**src/rtl/slc_pkg.sv**
```systemverilog
// Shared types, constants and helpers for the source line classifier.
// Used by slc_front, slc_queue, slc_back and source_line_classifier.
`default_nettype none

package slc_pkg;

  localparam int DELIM_MAX   = 3;
  localparam int FILL_W      = $clog2(DELIM_MAX + 1);
  localparam int LEN_W       = 2;
  localparam int PAT_W       = 8 * DELIM_MAX;
  localparam int CFG_W       = 24;
  localparam int CFG_IDX_W   = 3;
  localparam int CNT_W       = 32;
  localparam int CLS_W       = 2;
  localparam int QUEUE_DEPTH = 4;
  localparam int QPTR_W      = $clog2(QUEUE_DEPTH);

  typedef logic [7:0] byte_t;
  typedef byte_t [DELIM_MAX-1:0] win_t;

  // Register indexes on the configuration port
  typedef enum logic [CFG_IDX_W-1:0] {
    CFG_LINE_BYTES  = 3'd0,
    CFG_LINE_LEN    = 3'd1,
    CFG_OPEN_BYTES  = 3'd2,
    CFG_OPEN_LEN    = 3'd3,
    CFG_CLOSE_BYTES = 3'd4,
    CFG_CLOSE_LEN   = 3'd5
  } cfg_idx_e;

  localparam logic [PAT_W-1:0] LINE_BYTES_RST  = 24'd12079;  // "//"
  localparam logic [PAT_W-1:0] OPEN_BYTES_RST  = 24'd10799;  // "/*"
  localparam logic [PAT_W-1:0] CLOSE_BYTES_RST = 24'd12074;  // "*/"
  localparam logic [LEN_W-1:0] DELIM_LEN_RST   = 2'd2;

  // Line classes
  localparam logic [CLS_W-1:0] CLS_CODE    = 2'd0;
  localparam logic [CLS_W-1:0] CLS_COMMENT = 2'd1;
  localparam logic [CLS_W-1:0] CLS_BLANK   = 2'd2;

  // Characters of interest
  localparam byte_t CH_TAB    = 8'h09;
  localparam byte_t CH_LF     = 8'h0A;
  localparam byte_t CH_VT     = 8'h0B;
  localparam byte_t CH_FF     = 8'h0C;
  localparam byte_t CH_CR     = 8'h0D;
  localparam byte_t CH_SPACE  = 8'h20;
  localparam byte_t CH_DQUOTE = 8'h22;
  localparam byte_t CH_SQUOTE = 8'h27;
  localparam byte_t CH_BSLASH = 8'h5C;

  // Delimiter lengths, held steady while the block is idle
  typedef struct packed {
    logic [LEN_W-1:0] line_len;
    logic [LEN_W-1:0] open_len;
    logic [LEN_W-1:0] close_len;
  } dlen_t;

  // One examined byte, with its delimiter matches already resolved
  typedef struct packed {
    byte_t c;
    logic  m_open;
    logic  m_close;
    logic  m_line;
    logic  eof;   // last byte of the file: close the final line, clear state
    logic  last;  // any result of this op ends the input beat's results
  } op_t;

  function automatic logic delim_hit(win_t w, logic [PAT_W-1:0] pat,
                                     logic [LEN_W-1:0] len, logic [FILL_W-1:0] avail);
    logic hit;
    hit = (len != '0) && (int'(len) <= DELIM_MAX) && (int'(len) <= int'(avail));
    for (int k = 0; k < DELIM_MAX; k++) begin
      if ((k < int'(len)) && (w[k] != pat[8*k +: 8])) begin
        hit = 1'b0;
      end
    end
    return hit;
  endfunction

endpackage

`default_nettype wire

```
**src/rtl/slc_front.sv**
```systemverilog
// Front end: configuration registers, lookahead window and delimiter matching.
// Emits one examine op per byte into the queue; depends on slc_pkg.
`default_nettype none

module slc_front (
  input  wire logic                            clk,
  input  wire logic                            rst_n,
  input  wire logic                            in_valid,
  output      logic                            in_ready,
  input  wire logic [7:0]                      in_text_byte,
  input  wire logic                            in_end_of_text,
  input  wire logic                            cfg_we,
  input  wire logic [slc_pkg::CFG_IDX_W-1:0]   cfg_index,
  input  wire logic [slc_pkg::CFG_W-1:0]       cfg_data,
  output      logic                            q_push,
  output      slc_pkg::op_t                    q_op,
  input  wire logic                            q_full,
  output      slc_pkg::dlen_t                  dlen
);

  logic [slc_pkg::PAT_W-1:0] line_bytes_r, open_bytes_r, close_bytes_r;
  logic [slc_pkg::LEN_W-1:0] line_len_r, open_len_r, close_len_r;

  slc_pkg::win_t              win_r, win_nxt, win_in, op_win;
  logic [slc_pkg::FILL_W-1:0] fill_r, fill_nxt, fill_in, op_avail;
  logic                       flush_r, flush_nxt;
  logic                       accept;

  function automatic slc_pkg::win_t shift_win(slc_pkg::win_t w);
    slc_pkg::win_t s;
    for (int k = 0; k < slc_pkg::DELIM_MAX; k++) begin
      s[k] = (k + 1 < slc_pkg::DELIM_MAX) ? w[k+1] : '0;
    end
    return s;
  endfunction

  assign in_ready = !flush_r && !q_full;
  assign accept   = in_valid && in_ready;

  assign dlen.line_len  = line_len_r;
  assign dlen.open_len  = open_len_r;
  assign dlen.close_len = close_len_r;

  always_comb begin
    win_in = win_r;
    if (fill_r != slc_pkg::FILL_W'(slc_pkg::DELIM_MAX)) begin
      win_in[fill_r] = in_text_byte;
    end
    fill_in = fill_r + 1'b1;

    // During a flush the stored window drains; otherwise the incoming byte completes it
    op_win   = flush_r ? win_r : win_in;
    op_avail = flush_r ? fill_r : slc_pkg::FILL_W'(slc_pkg::DELIM_MAX);

    q_op.c       = op_win[0];
    q_op.m_open  = slc_pkg::delim_hit(op_win, open_bytes_r, open_len_r, op_avail);
    q_op.m_close = slc_pkg::delim_hit(op_win, close_bytes_r, close_len_r, op_avail);
    q_op.m_line  = slc_pkg::delim_hit(op_win, line_bytes_r, line_len_r, op_avail);
    q_op.eof     = flush_r && (fill_r == slc_pkg::FILL_W'(1));
    q_op.last    = !flush_r || (fill_r == slc_pkg::FILL_W'(1));

    win_nxt   = win_r;
    fill_nxt  = fill_r;
    flush_nxt = flush_r;
    q_push    = 1'b0;

    if (flush_r) begin
      if (!q_full) begin
        q_push   = 1'b1;
        win_nxt  = shift_win(win_r);
        fill_nxt = fill_r - 1'b1;
        if (fill_r == slc_pkg::FILL_W'(1)) begin
          flush_nxt = 1'b0;
        end
      end
    end else if (accept) begin
      if (in_end_of_text) begin
        win_nxt   = win_in;
        fill_nxt  = fill_in;
        flush_nxt = 1'b1;
      end else if (fill_in == slc_pkg::FILL_W'(slc_pkg::DELIM_MAX)) begin
        q_push   = 1'b1;
        win_nxt  = shift_win(win_in);
        fill_nxt = fill_in - 1'b1;
      end else begin
        win_nxt  = win_in;
        fill_nxt = fill_in;
      end
    end
  end

  always_ff @(posedge clk) begin
    if (!rst_n) begin
      line_bytes_r  <= slc_pkg::LINE_BYTES_RST;
      line_len_r    <= slc_pkg::DELIM_LEN_RST;
      open_bytes_r  <= slc_pkg::OPEN_BYTES_RST;
      open_len_r    <= slc_pkg::DELIM_LEN_RST;
      close_bytes_r <= slc_pkg::CLOSE_BYTES_RST;
      close_len_r   <= slc_pkg::DELIM_LEN_RST;
      win_r         <= '0;
      fill_r        <= '0;
      flush_r       <= 1'b0;
    end else begin
      win_r   <= win_nxt;
      fill_r  <= fill_nxt;
      flush_r <= flush_nxt;
      if (cfg_we) begin
        unique case (slc_pkg::cfg_idx_e'(cfg_index))
          slc_pkg::CFG_LINE_BYTES:  line_bytes_r  <= cfg_data[slc_pkg::PAT_W-1:0];
          slc_pkg::CFG_LINE_LEN:    line_len_r    <= cfg_data[slc_pkg::LEN_W-1:0];
          slc_pkg::CFG_OPEN_BYTES:  open_bytes_r  <= cfg_data[slc_pkg::PAT_W-1:0];
          slc_pkg::CFG_OPEN_LEN:    open_len_r    <= cfg_data[slc_pkg::LEN_W-1:0];
          slc_pkg::CFG_CLOSE_BYTES: close_bytes_r <= cfg_data[slc_pkg::PAT_W-1:0];
          slc_pkg::CFG_CLOSE_LEN:   close_len_r   <= cfg_data[slc_pkg::LEN_W-1:0];
          default: ;
        endcase
      end
    end
  end

  a_fill_bound: assert property (@(posedge clk) disable iff (!rst_n)
    !flush_r |-> fill_r < slc_pkg::FILL_W'(slc_pkg::DELIM_MAX))
    else $error("window over-filled outside a flush");

  a_full_window_pushes: assert property (@(posedge clk) disable iff (!rst_n)
    accept && !in_end_of_text && (fill_r == slc_pkg::FILL_W'(slc_pkg::DELIM_MAX - 1))
    |-> q_push)
    else $error("full window did not produce an examine op");

endmodule

`default_nettype wire

```
**src/rtl/slc_queue.sv**
```systemverilog
// Short FIFO of examine ops between the front end and the back end.
// Depends on slc_pkg for the op type and depth.
`default_nettype none

module slc_queue (
  input  wire logic         clk,
  input  wire logic         rst_n,
  input  wire logic         push,
  input  wire slc_pkg::op_t push_op,
  output      logic         full,
  input  wire logic         pop,
  output      logic         pop_valid,
  output      slc_pkg::op_t pop_op
);

  slc_pkg::op_t               slots_r [slc_pkg::QUEUE_DEPTH];
  logic [slc_pkg::QPTR_W-1:0] wr_ptr_r, wr_ptr_nxt, rd_ptr_r, rd_ptr_nxt;
  logic [slc_pkg::QPTR_W:0]   count_r, count_nxt;
  logic                       do_push, do_pop;

  assign full      = (count_r == (slc_pkg::QPTR_W+1)'(slc_pkg::QUEUE_DEPTH));
  assign pop_valid = (count_r != '0);
  assign pop_op    = slots_r[rd_ptr_r];
  assign do_push   = push && !full;
  assign do_pop    = pop && pop_valid;

  always_comb begin
    wr_ptr_nxt = do_push ? wr_ptr_r + 1'b1 : wr_ptr_r;
    rd_ptr_nxt = do_pop ? rd_ptr_r + 1'b1 : rd_ptr_r;
    count_nxt  = count_r;
    if (do_push && !do_pop) begin
      count_nxt = count_r + 1'b1;
    end else if (do_pop && !do_push) begin
      count_nxt = count_r - 1'b1;
    end
  end

  always_ff @(posedge clk) begin
    if (!rst_n) begin
      wr_ptr_r <= '0;
      rd_ptr_r <= '0;
      count_r  <= '0;
    end else begin
      wr_ptr_r <= wr_ptr_nxt;
      rd_ptr_r <= rd_ptr_nxt;
      count_r  <= count_nxt;
    end
  end

  always_ff @(posedge clk) begin
    if (do_push) begin
      slots_r[wr_ptr_r] <= push_op;
    end
  end

endmodule

`default_nettype wire

```
**src/rtl/slc_back.sv**
```systemverilog
// Back end: string and comment tracking, line classification and counters.
// Consumes examine ops from slc_queue; drives the registered result beat.
`default_nettype none

module slc_back (
  input  wire logic                         clk,
  input  wire logic                         rst_n,
  input  wire logic                         q_valid,
  input  wire slc_pkg::op_t                 q_op,
  output      logic                         q_pop,
  input  wire slc_pkg::dlen_t               dlen,
  output      logic                         out_valid,
  input  wire logic                         out_ready,
  output      logic [slc_pkg::CLS_W-1:0]    out_line_class,
  output      logic [slc_pkg::CNT_W-1:0]    out_code_total,
  output      logic [slc_pkg::CNT_W-1:0]    out_comment_total,
  output      logic [slc_pkg::CNT_W-1:0]    out_blank_total,
  output      logic [slc_pkg::CNT_W-1:0]    out_byte_total,
  output      logic                         out_file_done,
  output      logic                         out_run_last
);

  logic [slc_pkg::LEN_W-1:0] skip_r, skip_nxt, skip_x;
  logic blk_r, blk_nxt, blk_x;
  logic lcom_r, lcom_nxt, lcom_x;
  logic str_r, str_nxt, str_x;
  logic qs_r, qs_nxt, qs_x;
  logic code_r, code_nxt, code_x;
  slc_pkg::byte_t prev_r, prev_nxt, quote;
  logic [slc_pkg::CNT_W-1:0] code_cnt_r, code_cnt_nxt, cmt_cnt_r, cmt_cnt_nxt;
  logic [slc_pkg::CNT_W-1:0] blank_cnt_r, blank_cnt_nxt, byte_cnt_r, byte_cnt_nxt;
  logic [slc_pkg::CNT_W-1:0] byte_x, code_cnt_x, cmt_cnt_x, blank_cnt_x;
  logic [slc_pkg::CLS_W-1:0] cls;
  logic out_valid_r, out_valid_nxt;
  logic [slc_pkg::CLS_W-1:0] out_cls_r;
  logic [slc_pkg::CNT_W-1:0] out_code_r, out_cmt_r, out_blank_r, out_byte_r;
  logic out_done_r, out_last_r;
  logic take, nl, emit, is_cmt, is_code;

  function automatic logic [slc_pkg::CNT_W-1:0] sat_inc(logic [slc_pkg::CNT_W-1:0] v);
    return (v == '1) ? v : v + 1'b1;
  endfunction

  function automatic logic is_ws(slc_pkg::byte_t c);
    return (c == slc_pkg::CH_SPACE) || (c == slc_pkg::CH_TAB) || (c == slc_pkg::CH_VT) ||
           (c == slc_pkg::CH_FF) || (c == slc_pkg::CH_CR);
  endfunction

  assign take  = q_valid && (!out_valid_r || out_ready);
  assign q_pop = take;

  always_comb begin
    skip_x = skip_r;
    blk_x  = blk_r;
    lcom_x = lcom_r;
    str_x  = str_r;
    qs_x   = qs_r;
    code_x = code_r;
    nl     = 1'b0;
    quote  = qs_r ? slc_pkg::CH_SQUOTE : slc_pkg::CH_DQUOTE;
    byte_x = sat_inc(byte_cnt_r);

    if (skip_r != '0) begin
      skip_x = skip_r - 1'b1;
    end else if (q_op.c == slc_pkg::CH_LF) begin
      nl     = 1'b1;
      lcom_x = 1'b0;
      code_x = 1'b0;
    end else if (!is_ws(q_op.c)) begin
      if (!lcom_r && !blk_r) begin
        if (!str_r && (q_op.c == slc_pkg::CH_DQUOTE || q_op.c == slc_pkg::CH_SQUOTE)) begin
          str_x  = 1'b1;
          qs_x   = (q_op.c == slc_pkg::CH_SQUOTE);
          code_x = 1'b1;
        end else if (str_r && q_op.c == quote && prev_r != slc_pkg::CH_BSLASH) begin
          str_x = 1'b0;
        end
      end
      // Delimiter priority: block open, block close, line comment
      if (!str_x) begin
        if (!lcom_r && !blk_r && q_op.m_open) begin
          blk_x  = 1'b1;
          skip_x = dlen.open_len - 1'b1;
        end else if (blk_r && q_op.m_close) begin
          blk_x  = 1'b0;
          skip_x = dlen.close_len - 1'b1;
        end else if (!blk_r && !lcom_r && q_op.m_line) begin
          lcom_x = 1'b1;
          skip_x = dlen.line_len - 1'b1;
        end else if (!blk_r && !lcom_r) begin
          code_x = 1'b1;
        end
      end
    end

    // A newline classifies with the state before it; the end of text with the state after
    emit    = nl || q_op.eof;
    is_cmt  = nl ? (lcom_r || blk_r) : (lcom_x || blk_x);
    is_code = nl ? code_r : code_x;
    if (is_cmt) begin
      cls = slc_pkg::CLS_COMMENT;
    end else if (is_code) begin
      cls = slc_pkg::CLS_CODE;
    end else begin
      cls = slc_pkg::CLS_BLANK;
    end
    code_cnt_x  = (emit && cls == slc_pkg::CLS_CODE)    ? sat_inc(code_cnt_r)  : code_cnt_r;
    cmt_cnt_x   = (emit && cls == slc_pkg::CLS_COMMENT) ? sat_inc(cmt_cnt_r)   : cmt_cnt_r;
    blank_cnt_x = (emit && cls == slc_pkg::CLS_BLANK)   ? sat_inc(blank_cnt_r) : blank_cnt_r;

    skip_nxt      = skip_r;
    blk_nxt       = blk_r;
    lcom_nxt      = lcom_r;
    str_nxt       = str_r;
    qs_nxt        = qs_r;
    code_nxt      = code_r;
    prev_nxt      = prev_r;
    code_cnt_nxt  = code_cnt_r;
    cmt_cnt_nxt   = cmt_cnt_r;
    blank_cnt_nxt = blank_cnt_r;
    byte_cnt_nxt  = byte_cnt_r;
    if (take) begin
      if (q_op.eof) begin
        // Drop all file state so the next byte starts a new file
        skip_nxt      = '0;
        blk_nxt       = 1'b0;
        lcom_nxt      = 1'b0;
        str_nxt       = 1'b0;
        qs_nxt        = 1'b0;
        code_nxt      = 1'b0;
        prev_nxt      = '0;
        code_cnt_nxt  = '0;
        cmt_cnt_nxt   = '0;
        blank_cnt_nxt = '0;
        byte_cnt_nxt  = '0;
      end else begin
        skip_nxt      = skip_x;
        blk_nxt       = blk_x;
        lcom_nxt      = lcom_x;
        str_nxt       = str_x;
        qs_nxt        = qs_x;
        code_nxt      = code_x;
        prev_nxt      = q_op.c;
        code_cnt_nxt  = code_cnt_x;
        cmt_cnt_nxt   = cmt_cnt_x;
        blank_cnt_nxt = blank_cnt_x;
        byte_cnt_nxt  = byte_x;
      end
    end

    if (take && emit) begin
      out_valid_nxt = 1'b1;
    end else if (out_ready) begin
      out_valid_nxt = 1'b0;
    end else begin
      out_valid_nxt = out_valid_r;
    end
  end

  always_ff @(posedge clk) begin
    if (!rst_n) begin
      skip_r      <= '0;
      blk_r       <= 1'b0;
      lcom_r      <= 1'b0;
      str_r       <= 1'b0;
      qs_r        <= 1'b0;
      code_r      <= 1'b0;
      prev_r      <= '0;
      code_cnt_r  <= '0;
      cmt_cnt_r   <= '0;
      blank_cnt_r <= '0;
      byte_cnt_r  <= '0;
      out_valid_r <= 1'b0;
    end else begin
      skip_r      <= skip_nxt;
      blk_r       <= blk_nxt;
      lcom_r      <= lcom_nxt;
      str_r       <= str_nxt;
      qs_r        <= qs_nxt;
      code_r      <= code_nxt;
      prev_r      <= prev_nxt;
      code_cnt_r  <= code_cnt_nxt;
      cmt_cnt_r   <= cmt_cnt_nxt;
      blank_cnt_r <= blank_cnt_nxt;
      byte_cnt_r  <= byte_cnt_nxt;
      out_valid_r <= out_valid_nxt;
    end
  end

  always_ff @(posedge clk) begin
    if (take && emit) begin
      out_cls_r   <= cls;
      out_code_r  <= code_cnt_x;
      out_cmt_r   <= cmt_cnt_x;
      out_blank_r <= blank_cnt_x;
      out_byte_r  <= byte_x;
      out_done_r  <= q_op.eof;
      out_last_r  <= q_op.last;
    end
  end

  assign out_valid         = out_valid_r;
  assign out_line_class    = out_cls_r;
  assign out_code_total    = out_code_r;
  assign out_comment_total = out_cmt_r;
  assign out_blank_total   = out_blank_r;
  assign out_byte_total    = out_byte_r;
  assign out_file_done     = out_done_r;
  assign out_run_last      = out_last_r;

  a_done_is_last: assert property (@(posedge clk) disable iff (!rst_n)
    out_valid_r |-> (!out_done_r || out_last_r))
    else $error("file_done result is not the last of its beat");

  a_eof_clears: assert property (@(posedge clk) disable iff (!rst_n)
    take && q_op.eof |=> (byte_cnt_r == '0) && !blk_r && !str_r && !lcom_r)
    else $error("file state not cleared after end of text");

  a_skip_bound: assert property (@(posedge clk) disable iff (!rst_n)
    int'(skip_r) < slc_pkg::DELIM_MAX)
    else $error("skip count exceeds delimiter length");

endmodule

`default_nettype wire

```
**src/rtl/source_line_classifier.sv**
```systemverilog
// Top level of the source line classifier: front end, op queue and back end.
// Depends on slc_pkg, slc_front, slc_queue and slc_back.
//
// Usage:
//   Input channel (in_valid/in_ready) takes one text byte per beat; set
//   in_end_of_text on the last byte of a file. Each newline yields one result
//   beat on the output channel (out_valid/out_ready) with the line class and
//   saturating code, comment, blank and byte totals; the end of the file
//   yields a result for a still-open last line, flagged with out_file_done.
//   out_run_last marks the last result caused by an input beat.
//   Throughput: one byte per cycle while the op queue has room and no drain
//   is under way. A byte that completes the three-byte lookahead window sends
//   its oldest byte through the op queue to the back end; any result is
//   registered. An end-of-text byte drains the window one byte per cycle
//   while the queue has room; in_ready stays low until the window is empty.
//   Configuration: cfg_we/cfg_index/cfg_data write a delimiter or its length;
//   write only while the block is idle.
//   Reset: delimiters return to the C-style set, window and counts clear.
//   A stalled receiver holds the result register; a four-deep op queue keeps
//   accepting bytes until it fills, then in_ready drops.
`default_nettype none

module source_line_classifier (
  input  wire logic                          clk,
  input  wire logic                          rst_n,
  input  wire logic                          in_valid,
  output      logic                          in_ready,
  input  wire logic [7:0]                    in_text_byte,
  input  wire logic                          in_end_of_text,
  output      logic                          out_valid,
  input  wire logic                          out_ready,
  output      logic [slc_pkg::CLS_W-1:0]     out_line_class,
  output      logic [slc_pkg::CNT_W-1:0]     out_code_total,
  output      logic [slc_pkg::CNT_W-1:0]     out_comment_total,
  output      logic [slc_pkg::CNT_W-1:0]     out_blank_total,
  output      logic [slc_pkg::CNT_W-1:0]     out_byte_total,
  output      logic                          out_file_done,
  output      logic                          out_run_last,
  input  wire logic                          cfg_we,
  input  wire logic [slc_pkg::CFG_IDX_W-1:0] cfg_index,
  input  wire logic [slc_pkg::CFG_W-1:0]     cfg_data
);

  logic           push, full, pop, q_valid;
  slc_pkg::op_t   push_op, pop_op;
  slc_pkg::dlen_t dlen;

  slc_front u_front (
    .clk            (clk),
    .rst_n          (rst_n),
    .in_valid       (in_valid),
    .in_ready       (in_ready),
    .in_text_byte   (in_text_byte),
    .in_end_of_text (in_end_of_text),
    .cfg_we         (cfg_we),
    .cfg_index      (cfg_index),
    .cfg_data       (cfg_data),
    .q_push         (push),
    .q_op           (push_op),
    .q_full         (full),
    .dlen           (dlen)
  );

  slc_queue u_queue (
    .clk       (clk),
    .rst_n     (rst_n),
    .push      (push),
    .push_op   (push_op),
    .full      (full),
    .pop       (pop),
    .pop_valid (q_valid),
    .pop_op    (pop_op)
  );

  slc_back u_back (
    .clk               (clk),
    .rst_n             (rst_n),
    .q_valid           (q_valid),
    .q_op              (pop_op),
    .q_pop             (pop),
    .dlen              (dlen),
    .out_valid         (out_valid),
    .out_ready         (out_ready),
    .out_line_class    (out_line_class),
    .out_code_total    (out_code_total),
    .out_comment_total (out_comment_total),
    .out_blank_total   (out_blank_total),
    .out_byte_total    (out_byte_total),
    .out_file_done     (out_file_done),
    .out_run_last      (out_run_last)
  );

endmodule

`default_nettype wire
```
**config.mk**
```make
export PLATFORM = sky130hd
export DESIGN_NAME = source_line_classifier
export DESIGN_NICKNAME = d
export VERILOG_FILES = /design/src/rtl/slc_pkg.sv /design/src/rtl/slc_front.sv /design/src/rtl/slc_queue.sv /design/src/rtl/slc_back.sv /design/src/rtl/source_line_classifier.sv
export SDC_FILE = /design/constraint.sdc
export NUM_CORES = 1
export LEC_CHECK = 0
export ABC_CLOCK_PERIOD_IN_PS = 19500
export BUFFER_PORTS_ARGS = -buffer_cell sky130_fd_sc_hd__buf_2
export CORE_MARGIN = 3
export CORE_UTILIZATION = 40
export CTS_BUF_LIST = sky130_fd_sc_hd__clkbuf_8
export DETAILED_ROUTE_END_ITERATION = 16
export GPL_ROUTABILITY_DRIVEN = 0
export GPL_TIMING_DRIVEN = 1
export PLACE_DENSITY = 0.55
export SETUP_SLACK_MARGIN = 0.4
export SYNTH_ARGS = -nofsm -noshare
export SYNTH_HDL_FRONTEND = slang
export SYNTH_SLANG_ARGS = --single-unit
export TNS_END_PERCENT = 50
```
**constraint.sdc**
```tcl
create_clock -name clk -period 19.5 [get_ports clk]
set_clock_uncertainty 0.2 [all_clocks]
set_input_delay 0.975 -clock clk [delete_from_list [all_inputs] [get_ports clk]]
set_output_delay 0.975 -clock clk [all_outputs]
set_load 0.02 [all_outputs]
```
==> run_results.csv, run 1 <==
group,metric,value,unit
outcome,status,"finished, final reports clean",
synth,synth_edf_count,184,
placed_design,dp_hpwl,37030,µm
power,pwr-share-comb,32.0,%
timing,maxSlewHeadroom,22.79,%
synth,ys_seq_area_share,50.36,%
die,fp.dieW,236.4,µm
clock_network,cts_tree,"done",
drt,wirelength,56870,µm
finish,register_area,10690,µm²
grt,track_usage,19.79,%
clock_network,htree_levels,3,
timing,rsz0062_at_grt,"no",
synth,yosys.cell_types.count,75,
worst_setup_path,worst-path-max-fanout,41,
synth,synthFlopType,"dfxtp_1",
synth,synth_mux_area_share,3.301,%
finish,nets,2439,
clock_network,root_buffer,"clkbuf_8",
timing,final-setup-viol-count,0,
worst_setup_path,worstSetupStartpointType,"register",
die,die_area,55870,µm²
drt,num_vias,17120,
synth,synth_area_leaders,"edfxtp_1 (26%), dfxtp_1 (24%), nand2_1 (5.9%), xnor2_1 (4.6%), xor2_1 (3.7%)",
drt,dr.pass1.iters,5,
timing,worst_slew_pin_slew,1.158,ns
power,switching_share,38.07,%
worst_setup_path,reg2reg_slack,14.23,ns
synth,yosysTopAreaCellShare,26.03,%
clock_network,postCtsSetupBuffers,0,
worst_setup_path,r2r_cells,11,
clock_network,cts_buffer_depth,3,
synth,synth_top_family_by_area,"simple AND/OR/NAND/NOR gates",
worst_setup_path,cp-end-kind,"register",
synth,netlist_area,21230,µm²
synth,synthXorXnorAreaFrac,8.334,%
worst_setup_path,crit_arrival,5.62,ns
synth,synth_seq_cells,442,
min_path,holdCritStartpoint,"u_back.prev_r[6]",
die,core,51920,µm²
timing,slew_violations,0,
synth,yosys.area_share.adder,1.745,%
drt,drtIter0Drc,1178,
die,die_h,236.4,µm
synth,synth_nets,2304,
synth,ys_async_sr_fraction,0,%
grt,antenna_found_initial,0,
finish,layout-drive-gt1-share,14.50,%
die,fp-row-count,83,
power,intPower,1.922,mW
timing,fmax,0.1896,GHz
drt,wire_per_inst,18.26,µm
die,num_io_pins,175,
clock_network,cts_made_buffers,78,
min_path,hold_depth,2,
power,ir_drop,0.00005959,V
min_path,hold_end,"u_back.prev_r[6]",
worst_setup_path,r2r-end,"u_back.code_cnt_r[29]",
finish,final_common_cell,"nand2_1",
synth,syn_area_per_cell,9.503,µm²
power,finalPower,3.103,mW
timing,hold_viol_final,0,
synth,synth_simple_gate_area_share,20.75,%
timing,finalSetupTns,0,ns
flow_run,maxCapViolCount,0,
grt,grt_max_degree,107,
grt,grt_pass1_wl,89510,µm
drt,vias_per_cell,5.497,
power,pwr-share-seq,39.5,%
grt,grt_overflow,0,
synth,yosys.area.top_type,"edfxtp_1",
drt,ant_nets,0,
worst_setup_path,worst-setup-path-type,"register to register",
power,netSwitchingPower,1.181,mW
timing,period_minus_slack,5.274,ns
clock_network,clk_pin_slew,0.06,ns
power,p_clk_share,28.5,%
power,p_leak,9.199,nW
synth,ys_warn_count,0,
finish,final_cell_mix,"nand2_1 (333), dfxtp_1 (258), edfxtp_1 (184)",
clock_network,clk_latency,0.66,ns
clock_network,cts_hold_buffers,0,
clock_network,cts_resized,0,
drt,drc_errors,0,
die,start_util,40.88,%
finish,multi_input_area,9879,µm²
worst_setup_path,crit_required,19.85,ns
finish,filler_cell_count,5008,
power,power_density,128.1,nW/µm²
grt,grt_pass1_vias,16010,
placed_design,io_buffers,174,
synth,synth_compound_gate_area_share,12.18,%
min_path,worstHoldPathType,"register to register",
clock_network,clock-sinks,442,
finish,syn2layout_area_growth,14.08,%
synth,synth_cells,2234,
finish,antenna_cells,0,
timing,min_period_over_period,27.05,%
-- synth_stat cells, drive strengths merged (3+ instances only) --
master	instances
nand2	336
dfxtp	258
edfxtp	184
nor2	160
a21oi	144
nand3	131
clkbuf	122
xnor2	112
xor2	90
o21ai	73
a31oi	54
nand4	49
nor3	48
and3	46
inv	35
mux2i	34
or3	33
a211oi	30
ha	28
or4	27
o211ai	25
a22oi	24
buf	19
nor4	19
a21o	16
and2	16
nor2b	13
mux4	12
o31ai	12
and4	10
a41oi	9
mux2	8
a221oi	5
a22o	5
nand3b	5
and4b	4
nand2b	4
o221ai	4
or4b	4
nor3b	3
-- worst max-delay path, cell delays in order, from the launching register on --
cell and delay, ns:
dfxtp_1 0.94, mux4_2 0.71, or4b_4 0.58, a211oi_2 0.23, nor3_1 0.15, and3b_1 0.22
or3_4 0.40, nor3_4 0.16, buf_4 0.40, nand4_1 0.46, or4_1 0.61, o211ai_1 0.12
-- sequential cells by signal, indices dropped and copies added (netlist names), 3 cells and up, named ones only --
name / flops
u_queue.slots_r: 52
u_back.blank_cnt_r: 32
u_back.byte_cnt_r: 32
u_back.cmt_cnt_r: 32
u_back.code_cnt_r: 32
u_back.out_blank_total: 32
u_back.out_byte_total: 32
u_back.out_code_total: 32
u_back.out_comment_total: 32
u_front.close_bytes_r: 24
u_front.line_bytes_r: 24
u_front.open_bytes_r: 24
u_front.win_r: 24
u_back.prev_r: 8
u_queue.count_r: 3
-- power by group through the flow --
stage	logic, mW	registers (mW)	clock network (mW)
finish	0.993	1.22	0.885
global route	1.08	1.24	0.965
CTS	1.00	1.23	0.915
detailed placement	0.996	1.25	0
global placement	0.986	1.24	0
floorplan	0.557	1.37	0
-- area by class of cell --
| type | count | share of cell area, % |
|---|---|---|
| Timing Repair Buffer | 196 | 4.278 |
| Multi-Input combinational cell | 1615 | 40.79 |
| Sequential cell | 442 | 44.14 |
| Clock inverter | 51 | 1.348 |
| Inverter | 36 | 0.5838 |
| Clock buffer | 94 | 5.342 |
| Tap cell | 680 | 3.513 |
-- logic make-up after synthesis --
kind of cell,after synthesis
fa+ha+maj,29
xor+xnor,202
mux,54
simple gates,913
buf+inv,177
flops,442
compound gates,417
-- layer usage --
metal / up-vias / track usage (%) / share of wire (%)
li1: 8342 / - / -
met1: 8182 / 27.48 / 46
met2: 500 / 31.09 / 46
met3: 94 / 3.835 / 6.0
met4: 0 / 6.542 / 2.3
met5: - / 0 / 0
-- metrics by stage --
step	area (µm²)	setup WS, ns	hold WS [ns]	std cells	util, %
finish	24220	14.23	0.2485	3114	46.64
global route	24220	13.81	0.2749	3114	46.64
CTS	24220	14.23	0.2489	3114	46.64
detailed placement	22600	14.22	0.2424	2969	43.52
global placement	22600	14.38	0.2382	2969	43.52
floorplan	21230	11.16	0.2268	2234	-
-- how the worst max path moves through the flow --
stage,startpoint,end,slack (ns),cells past startpoint
floorplan,register,u_back.out_blank_total[0],11.16,8
global placement,register,u_back.code_cnt_r[25],14.38,11
detailed placement,register,u_back.code_cnt_r[25],14.22,11
CTS,register,u_back.code_cnt_r[25],14.23,11
global route,register,u_back.out_code_total[31],13.81,11
finish,register,u_back.code_cnt_r[29],14.23,11
No activity file was read; power rests on OpenSTA's default activity.
==> inputs of run 2 (changes only) <==
--- a/config.mk
+++ b/config.mk
@@ -5,7 +5,7 @@
 export SDC_FILE = /design/constraint.sdc
 export NUM_CORES = 1
 export LEC_CHECK = 0
-export ABC_CLOCK_PERIOD_IN_PS = 19500
+export ABC_CLOCK_PERIOD_IN_PS = 4200
 export BUFFER_PORTS_ARGS = -buffer_cell sky130_fd_sc_hd__buf_2
 export CORE_MARGIN = 3
 export CORE_UTILIZATION = 40
@@ -13,7 +13,7 @@
 export DETAILED_ROUTE_END_ITERATION = 16
 export GPL_ROUTABILITY_DRIVEN = 0
 export GPL_TIMING_DRIVEN = 1
-export PLACE_DENSITY = 0.55
+export PLACE_DENSITY = 0.57
 export SETUP_SLACK_MARGIN = 0.4
 export SYNTH_ARGS = -nofsm -noshare
 export SYNTH_HDL_FRONTEND = slang
==> constraint.sdc (replaced) <==
create_clock -name clk -period 4.2 [get_ports clk]
set_clock_uncertainty 0.2 [all_clocks]
set_input_delay 0.21 -clock clk [delete_from_list [all_inputs] [get_ports clk]]
set_output_delay 0.21 -clock clk [all_outputs]
set_load 0.02 [all_outputs]
==> run 2 against run 1 <==
Cell area grew 6.0%. Combinational power grew to 5.5 times the previous value. Maximum frequency up 33%. Worst setup slack got worse by 14 ns. Critical path depth fell by 1. First-iteration DRC count up 0.85%. Largest cell class unchanged.
==> run_results.csv, run 2 (synthesized netlist as in run 1, its figures left out) <==
group,metric,value,unit
die,fp.dieW,236.4,µm
power,pwr-share-seq,38.1,%
power,p_clk_share,25.1,%
die,num_io_pins,175,
timing,worst_slew_pin_slew,1.109,ns
clock_network,clk_latency,0.66,ns
clock_network,htree_levels,3,
drt,drc_errors,0,
timing,fmax,0.2527,GHz
finish,syn2layout_area_growth,20.92,%
placed_design,io_buffers,174,
timing,min_period_over_period,94.21,%
clock_network,cts_buffer_depth,3,
grt,grt_pass1_wl,93120,µm
grt,antenna_found_initial,2,
die,die_h,236.4,µm
flow_run,maxCapViolCount,0,
timing,slew_violations,0,
worst_setup_path,cp-end-kind,"register",
worst_setup_path,crit_arrival,4.36,ns
worst_setup_path,worst-setup-path-type,"register to register",
worst_setup_path,crit_chain,"mux4_2 > or4b_4 > a211oi_4 > nor3_2 > and3b_1 > nor2_2 > nand2_2 > or4b_4 > or4_1 > nand3_1",
drt,vias_per_cell,5.503,
worst_setup_path,crit_family,"simple AND/OR/NAND/NOR gates",
timing,final-setup-viol-count,0,
grt,grt_max_degree,66,
grt,grt_pass1_vias,17180,
placed_design,dp_hpwl,39230,µm
clock_network,clock-sinks,442,
worst_setup_path,worst-path-max-fanout,8,
drt,wirelength,58820,µm
worst_setup_path,crit_buf_inv,0,
drt,drtIter0Drc,1188,
finish,largest_reg_flops,52,
timing,setup_ws,0.2433,ns
worst_setup_path,crit_required,4.60,ns
finish,final_common_cell,"nand2_1",
timing,rsz0062_at_grt,"yes",
finish,regMostFlops,"u_queue.slots_r",
finish,nets,2577,
clock_network,cts_tree,"done",
clock_network,cts_made_buffers,78,
grt,track_usage,20.43,%
power,p_leak,9.875,nW
die,die_area,55870,µm²
drt,dr.pass1.iters,8,
clock_network,clk_pin_slew,0.06,ns
power,switching_share,38.50,%
clock_network,root_buffer,"clkbuf_8",
power,netSwitchingPower,5.694,mW
timing,timing.hold.ws,0.1445,ns
power,intPower,9.095,mW
power,pwr-share-comb,36.9,%
min_path,worstHoldPathType,"primary input to register",
placed_design,preCtsSetupSlack,-0.04412,ns
finish,final_cell_mix,"nand2_1 (331), dfxtp_1 (257), edfxtp_1 (184)",
drt,wire_per_inst,18.09,µm
worst_setup_path,slowest_stage,"or4b_4",
worst_setup_path,worst_path_largest_cell_delay,0.57,ns
die,fp-row-count,83,
outcome,status,"finished, final reports clean",
finish,layout-drive-gt1-share,18.90,%
timing,hold_viol_final,0,
timing,maxSlewHeadroom,26.05,%
finish,filler_cell_count,4878,
power,ir_drop,0.0002732,V
power,power_density,576.1,nW/µm²
die,core,51920,µm²
timing,period_minus_slack,3.957,ns
drt,ant_nets,0,
worst_setup_path,worstSetupStartpointType,"register",
grt,grt_overflow,0,
die,start_util,40.88,%
drt,num_vias,17900,
worst_setup_path,path_common_cell,"or4b_4",
==> run 2: cell count changes in the layout (fill, tap and decap cells not counted), moves of 10 or more <==
cell	delta
buf_4	+77
clkinv_1	+10
nand3_1	-10
dlygate4sd3_1	+47
==> run 2: area by class of cell <==
type | instances | area (µm²) | share of cell area [%]
clock inverters | 58 | 254.0 | 0.9894
multi-input cells | 1615 | 10210 | 39.76
clock buffers | 86 | 1184 | 4.611
flip-flops and latches | 442 | 10690 | 41.66
repair buffers | 334 | 2337 | 9.105
inverters | 36 | 141.4 | 0.5508
well taps | 680 | 850.8 | 3.314
diodes | 1 | 2.502 | 0.009748
==> run 2: layer usage <==
metal  global-route usage, %  routed length (µm)  share of wire, %
met1                   27.39               26490                45
met2                   32.97               27510                47
met3                   3.730                3186               5.4
met4                   7.660                1628               2.8
met5                       0                   0                 0
==> run 2: timing repair <==
action	4_1_cts	5_1_grt
hold buffers	47	0
setup buffers	19	16
resized for setup	29	46
pin swaps	20	15
setup endpoints to repair	156	172
gates cloned	1	1
endpoints found under the hold margin	127	0
==> run 2: path summary, 6_finish.rpt <==
path	start	end	slack (ns)	depth (start not counted)
max reg2reg	register	u_back.code_cnt_r[28]	0.24	10
max	register	u_back.code_cnt_r[28]	0.24	10
min reg2reg	u_back.prev_r[1]	u_back.prev_r[1]	0.26	2
min	cfg_data[11]	u_front.open_bytes_r[11]	0.14	4
==> run 2: through the flow <==
stage               power (mW)  cells  utilization, %  area (µm²)  TNS [ns]
detailed placement       10.79   3023           44.45       23080   -0.2093
finish                   14.79   3252           49.44       25670         0
global placement         10.70   3023           44.45       23080         0
CTS                      14.79   3234           48.71       25290         0
floorplan                8.889   2234               -       21270    -28.55
global route             15.60   3252           49.44       25670         0
==> run 2: worst register-to-register path: stages, from the launching register on <==
cell and delay (ns):
dfxtp_4 0.42, mux4_2 0.55, or4b_4 0.56, a211oi_4 0.25, nor3_2 0.10, and3b_1 0.19
nor2_2 0.42, nand2_2 0.09, or4b_4 0.57, or4_1 0.48, nand3_1 0.09
==> run 2: power by group through the flow <==
stage / Combinational, mW / Sequential, mW / Clock (mW)
2_1_floorplan: 2.61 / 6.28 / 0
3_3_place_gp: 4.99 / 5.71 / 0
3_5_place_dp: 5.06 / 5.73 / 0
4_1_cts: 5.33 / 5.64 / 3.82
5_1_grt: 5.89 / 5.70 / 4.02
6_report: 5.45 / 5.63 / 3.71
